===== src/rtl/sbs_pkg.sv =====
`default_nettype none

package sbs_pkg;

    // default table size
    localparam int TABLE_DEPTH_DEF = 1024;

    // signed working width of the search interval bounds
    // holds -1024 up to 1024, the extremes of lo and hi over a search
    localparam int IDX_W = 12;

    // field widths of the stream words
    localparam int ENTRY_INDEX_W = 10;
    localparam int VALUE_W       = 32;
    localparam int LOWER_W       = 10;
    localparam int UPPER_W       = 11;
    localparam int S_DATA_W      = 96;
    localparam int M_DATA_W      = 8;

    // request kinds carried in s_tuser
    localparam logic REQ_WRITE  = 1'b0;
    localparam logic REQ_SEARCH = 1'b1;

    // controller to datapath
    typedef struct packed {
        logic load;   // start a search from the input word
        logic step;   // narrow the interval after a miss
        logic wr_en;  // store one table entry
    } sbs_cmd_t;

    // datapath to controller
    typedef struct packed {
        logic match;  // probed entry equals the key
        logic empty;  // interval selected this cycle is empty
    } sbs_stat_t;

endpackage

`default_nettype wire


===== src/rtl/sbs_ctrl.sv =====
`default_nettype none

module sbs_ctrl
    import sbs_pkg::*;
(
    input  wire logic   clk,
    input  wire logic   rst_n,
    input  wire logic   s_tvalid,
    output logic        s_tready,
    input  wire logic   req_type,
    output logic        m_tvalid,
    input  wire logic   m_tready,
    output logic        found,
    output sbs_cmd_t    cmd,
    input  wire sbs_stat_t stat
);

    localparam logic [1:0] ST_IDLE  = 2'd0;
    localparam logic [1:0] ST_PROBE = 2'd1;
    localparam logic [1:0] ST_HOLD  = 2'd2;

    logic [1:0] state_reg;
    logic [1:0] state_next;
    logic       out_valid_reg;
    logic       out_valid_next;
    logic       out_found_reg;
    logic       out_found_next;
    logic       res_reg;
    logic       res_next;

    logic       accept;
    logic       slot_free;
    logic       done;
    logic       res;

    assign s_tready  = (state_reg == ST_IDLE);
    assign accept    = s_tvalid && s_tready;
    assign slot_free = !out_valid_reg || m_tready;
    assign m_tvalid  = out_valid_reg;
    assign found     = out_found_reg;

    always_comb
    begin
        cmd            = '0;
        done           = 1'b0;
        res            = 1'b0;
        state_next     = state_reg;
        res_next       = res_reg;
        out_valid_next = out_valid_reg && !m_tready;
        out_found_next = out_found_reg;

        case (state_reg)
            ST_IDLE:
            begin
                if (accept)
                begin
                    if (req_type == REQ_WRITE)
                    begin
                        cmd.wr_en = 1'b1;
                    end
                    else
                    begin
                        cmd.load = 1'b1;
                        if (stat.empty)
                        begin
                            done = 1'b1;
                        end
                        else
                        begin
                            state_next = ST_PROBE;
                        end
                    end
                end
            end
            ST_PROBE:
            begin
                if (stat.match)
                begin
                    done = 1'b1;
                    res  = 1'b1;
                end
                else
                begin
                    cmd.step = 1'b1;
                    if (stat.empty)
                    begin
                        done = 1'b1;
                    end
                end
            end
            ST_HOLD:
            begin
                if (slot_free)
                begin
                    out_valid_next = 1'b1;
                    out_found_next = res_reg;
                    state_next     = ST_IDLE;
                end
            end
            default:
            begin
                state_next = ST_IDLE;
            end
        endcase

        if (done)
        begin
            if (slot_free)
            begin
                out_valid_next = 1'b1;
                out_found_next = res;
                state_next     = ST_IDLE;
            end
            else
            begin
                res_next   = res;
                state_next = ST_HOLD;
            end
        end
    end

    always_ff @(posedge clk or negedge rst_n)
    begin
        if (!rst_n)
        begin
            state_reg     <= ST_IDLE;
            out_valid_reg <= 1'b0;
        end
        else
        begin
            state_reg     <= state_next;
            out_valid_reg <= out_valid_next;
        end
    end

    always_ff @(posedge clk)
    begin
        out_found_reg <= out_found_next;
        res_reg       <= res_next;
    end

endmodule

`default_nettype wire


===== config.mk =====
export PLATFORM = sky130hd
export DESIGN_NAME = sbs_ctrl
export DESIGN_NICKNAME = d
export VERILOG_FILES = /design/src/rtl/sbs_pkg.sv /design/src/rtl/sbs_ctrl.sv
export SDC_FILE = /design/constraint.sdc
export NUM_CORES = 1
export LEC_CHECK = 0
export BUFFER_PORTS_ARGS = -buffer_cell sky130_fd_sc_hd__buf_2
export CORE_AREA = 5 5 42 44
export CTS_BUF_LIST = sky130_fd_sc_hd__clkbuf_4
export DETAILED_ROUTE_END_ITERATION = 12
export DIE_AREA = 0 0 47 49
export PLACE_DENSITY = 0.54
export SLEW_MARGIN = 20
export SYNTH_ARGS = -nofsm -noshare
export SYNTH_HDL_FRONTEND = slang
export SYNTH_SLANG_ARGS = --single-unit
export TNS_END_PERCENT = 30

===== constraint.sdc =====
create_clock -name clk -period 1.1 [get_ports clk]
set_input_delay 0.11 -clock clk [delete_from_list [all_inputs] [get_ports clk]]
set_output_delay 0.11 -clock clk [all_outputs]
set_load 0.05 [all_outputs]

======== After elaboration in Yosys (flattened, before gate mapping) ========
Cells that the tools add are included.
word-level totals
  bits in registers ....................... 5
  bits in latches ......................... 0
  RAM bits ................................ 0
  ROM bits ................................ 0
  input bits .............................. 7
  output and inout bits ................... 6
  word-level logic and storage cells ...... 50
  memories ................................ 0
operators by class
  add/subtract/negate cells ............... 0
  multipliers ............................. 0
  div/mod/pow operators ................... 0
  order comparisons ....................... 0
  equality and inequality tests ........... 7
  shift-type cells ........................ 0
  mux-type cells .......................... 30
  bitwise logic cells ..................... 1
  reduce and logical (&&, ||, !) cells .... 8
operators by type and width
  operator            count
  $mux 1              22
  $mux 2              6
  $ne 3x1->1 const B  2
  $pmux 2 s3          1
  $reduce_and 5->1    1
  $ne 3x2->1 const B  1
  $ne 3x3->1 const B  1
  $eq 2x1->1 const B  1
  $eq 2x2->1 const B  1
  $logic_and 1x1->1   2
  $logic_not 1->1     2
  $logic_not 2->1     1
  $ne 2x2->1 const B  1
  $pmux 1 s2          1
  $reduce_and 2->1    1
  $logic_or 1x1->1    1
  $not 1->1           1

======== Longest topological paths before layout ========
  word-level depth ........................ 6
  depth in mapped cells ................... 5
  mapped depth without buffers ............ 4

======== Worst setup path after synthesis ========
No wires, ideal clock.
  path kind ............................... reg2out
  start ................................... register state_reg[0]
  end ..................................... output port cmd[0] (netlist bit)
  data arrival time ....................... 2,159 ps
  data required time ...................... 990 ps
  setup slack ............................. -1,169 ps
  stages on the path, launching flop included .. 3
  path buffers ............................ 1
  path through ............................ dfrtp_1 > buf_2 > nor4b_1
RTL lines
  item                      RTL line         text
  start: declaration        sbs_ctrl.sv:22   logic [1:0] state_reg;
  start signal: assignment  sbs_ctrl.sv:131  state_reg <= state_next;
  end: declaration          sbs_ctrl.sv:14   output sbs_cmd_t cmd,

==> results_dict.tcl <==
set metrics [dict create \
    finalWeightedCongestion 0.7488 \
    antenna_left 0 \
    setup-tns-final_ps -989.8 \
    peakVddDrop_mv 0.7210 \
    syn_inst 34 \
    ios 13 \
    drt-pass1-iter-count 3 \
    syn2layout_area_growth_pct 87.61 \
    cp_top_family "flip-flops" \
    grt_pass1_vias 363 \
    reg2reg_from "state_reg[0]" \
    instances_no_fill 73 \
    placed_area_um2 434.2 \
    clkSlewWorstSetupHoldPaths_ps 50 \
    p_leak_nw 0.2556 \
    routed-via-count 343 \
    crit_type "flop to output pin" \
    cp-startpoint "state_reg[1]" \
    syn_avg_cell_area_um2 8.611 \
    core-area_mm2 0.001401 \
    drcViolationCount 0 \
    r2r_cells 5 \
    cts_tree "done" \
    drive_gt1_share_pct 59.65 \
    report.final.slew_viol_count 0 \
    crit_path_end "cmd[0]" \
    period_needed_ps 1314 \
    routedWlPerCell_um 12.15 \
    yosys_warnings 0 \
    dieArea_mm2 0.002303 \
    numPortBuffers 12 \
    fin_area_um2 549.3 \
    start_util_pct 20.89 \
    overflow 0 \
    report.power.total_w 0.0007388 \
    die_w_um 47 \
    clk_latency_ps 240 \
    fin_crit_sh_pct 119.5 \
    vias_per_cell 4.699 \
    first_iter_violations 2 \
    worst_path_max_delay_cell "dfrtp_2" \
    hold_viol_final 0 \
    timing.final.ws_setup_ps -214.4 \
    cp.depth 2 \
    ff2ff_setup_slack_ps -160 \
    groute.usage.overall_pct 8.622 \
    synth_top_area_share_pct 25.64 \
    grt_max_degree 7 \
    violations "negative setup slack" \
    place_inst 65 \
    skew_ps 1.438 \
    worstPathRequired_ps 990 \
    tightest_slew_ps 253.9 \
    syn_nets 41 \
    largest_register_ffs 2 \
    worstSetupStartpointType "flop" \
    cp-end-kind "output pin" \
    cts_buffers 3 \
    yosys.area.top_type "dfrtp_1" \
    power_density_mw_per_mm2 1345 \
    hpwl_um 643.4 \
    cts_buffer_depth 2 \
    final_util_pct 39.20 \
    setup_viol 8 \
    drv_cap 0 \
    clkSinkCount 5 \
    status "complete, but fails checks" \
    crit_fanout 6 \
    root_buffer "clkbuf_4" \
    cp.buffers_inverters 1 \
    yosysSeqAreaShare_pct 42.74 \
    hold_class "input pin to flop" \
    grt_pass1_wl_mm 1.462 \
    crit_arrival_ps 1200 \
    synth_area_leaders "dfrtp_1 (26%), a21oi_1 (10%), edfxtp_1 (10%)" \
    diodes 0 \
    fmax_ghz 0.7608 \
    layout.nets 65 \
    synth-seq-cells 5 \
    worstPathCellList "nor4b_4 -> buf_6" \
    htree_levels 1 \
    maxSlewHeadroom_pct 82.91 \
    die_height_um 49 \
    wl_um 887 \
    filler_cell_count 152 \
    r2r-end "found" \
    antenna_found_initial 0 \
    rows 14 \
    slowest_delay_ps 490 \
    syn_area_um2 292.8 \
    yosysUniqueCellTypes 20 \
    rsz0062_at_grt "yes" \
]
[Yosys cell counts]
| cell | instances |
|---|---|
| nand2_1 | 3 |
| edfxtp_1 | 1 |
| nor2_1 | 3 |
| buf_6 | 1 |
| nand2b_1 | 1 |
| a31oi_1 | 1 |
| nor4_1 | 1 |
| nor3_1 | 2 |
| buf_2 | 1 |
| inv_1 | 1 |
| o21ai_1 | 1 |
| nand4_1 | 1 |
| a21oi_2 | 1 |
| a21oi_1 | 6 |
| dfxtp_1 | 1 |
| nor4b_1 | 1 |
| nor3b_1 | 3 |
| a211o_1 | 1 |
| dfrtp_1 | 3 |
| and2_1 | 1 |
[timing repair]
item,CTS,global route
endpoints found under the setup margin,8,10
setup buffers,3,0
pin swaps,4,0
hold endpoints to repair,3,0
hold buffers,1,0
gates resized for setup,12,5
cloned,0,0
[worst register-to-register path, cell delays in order (launching register included)]
cell	delay (ps)
dfrtp_1	400
buf_4	160
buf_4	130
a211o_1	280
a31oi_1	130
a21oi_1	50
[routing by layer]
layer  vias up  share of wire [%]  track usage [%]
met5         -                  0                0
met4         0                  0            4.147
met3         0                3.2            2.214
met2         6                 52            13.80
met1       168                 45            10.22
li1        169                  -                -
[report_power, final]
group	switching, W	internal [W]
clock network	0.0000762	0.000162
registers	0.0000169	0.000212
logic	0.000172	0.0000996
total	0.000265	0.000474
[kinds of logic (layout without fill, tap and decap cells)]
| family | Yosys count | in the layout | synth area share [%] |
|---|---|---|---|
| AO/OA/AOI/OAI | 10 | 10 | 20.09 |
| buffers and inverters | 3 | 26 | 6.834 |
| flip-flops | 5 | 5 | 42.74 |
| AND/OR/NAND/NOR | 16 | 16 | 30.35 |
[worst min-delay path by stage]
| stage | startpoint | end | slack, ps | cells past startpoint |
|---|---|---|---|---|
| after CTS | stat[0] | state_reg[0] | 120 | 2 |
| final | stat[0] | state_reg[0] | 140 | 2 |
| after global routing | stat[0] | state_reg[0] | 130 | 2 |
| after detailed placement | rst_n | state_reg[1] | -90 | 1 |
| after floorplan | rst_n | m_tvalid | -190 | 0 |
| after global placement | rst_n | state_reg[1] | -90 | 1 |
[final cells by class]
type | count | area (um2) | share of cell area, %
inverters | 1 | 3.754 | 0.6834
flip-flops and latches | 5 | 127.6 | 23.23
well taps | 16 | 20.02 | 3.645
multi-input cells | 26 | 205.2 | 37.36
clock buffers | 4 | 30.03 | 5.467
repair buffers | 21 | 162.7 | 29.61
[stage by stage]
stage / worst slack (ps) / hold WS [ps]
5_1_grt: -261.5 / 129.3
3_5_place_dp: -122.6 / -89.44
2_1_floorplan: -282.3 / -185.6
4_1_cts: -226.7 / 119.4
3_3_place_gp: -107.4 / -90.94
6_report: -214.4 / 136.9
[placed cells by master (no fill, tap or decap), drive strengths merged]
master and n:
inv 1, nor2 3, a21oi 7, nand2 3
nor3 2, a211o 1, nor4 1, a31oi 1
dfxtp 1, edfxtp 1, buf 20, nand2b 1
o21ai 1, dlygate4sd3 1, nor3b 3, dfrtp 3
nand4 1, nor4b 1, and2 1, clkbuf 4
(Power assumes the default switching activity.)
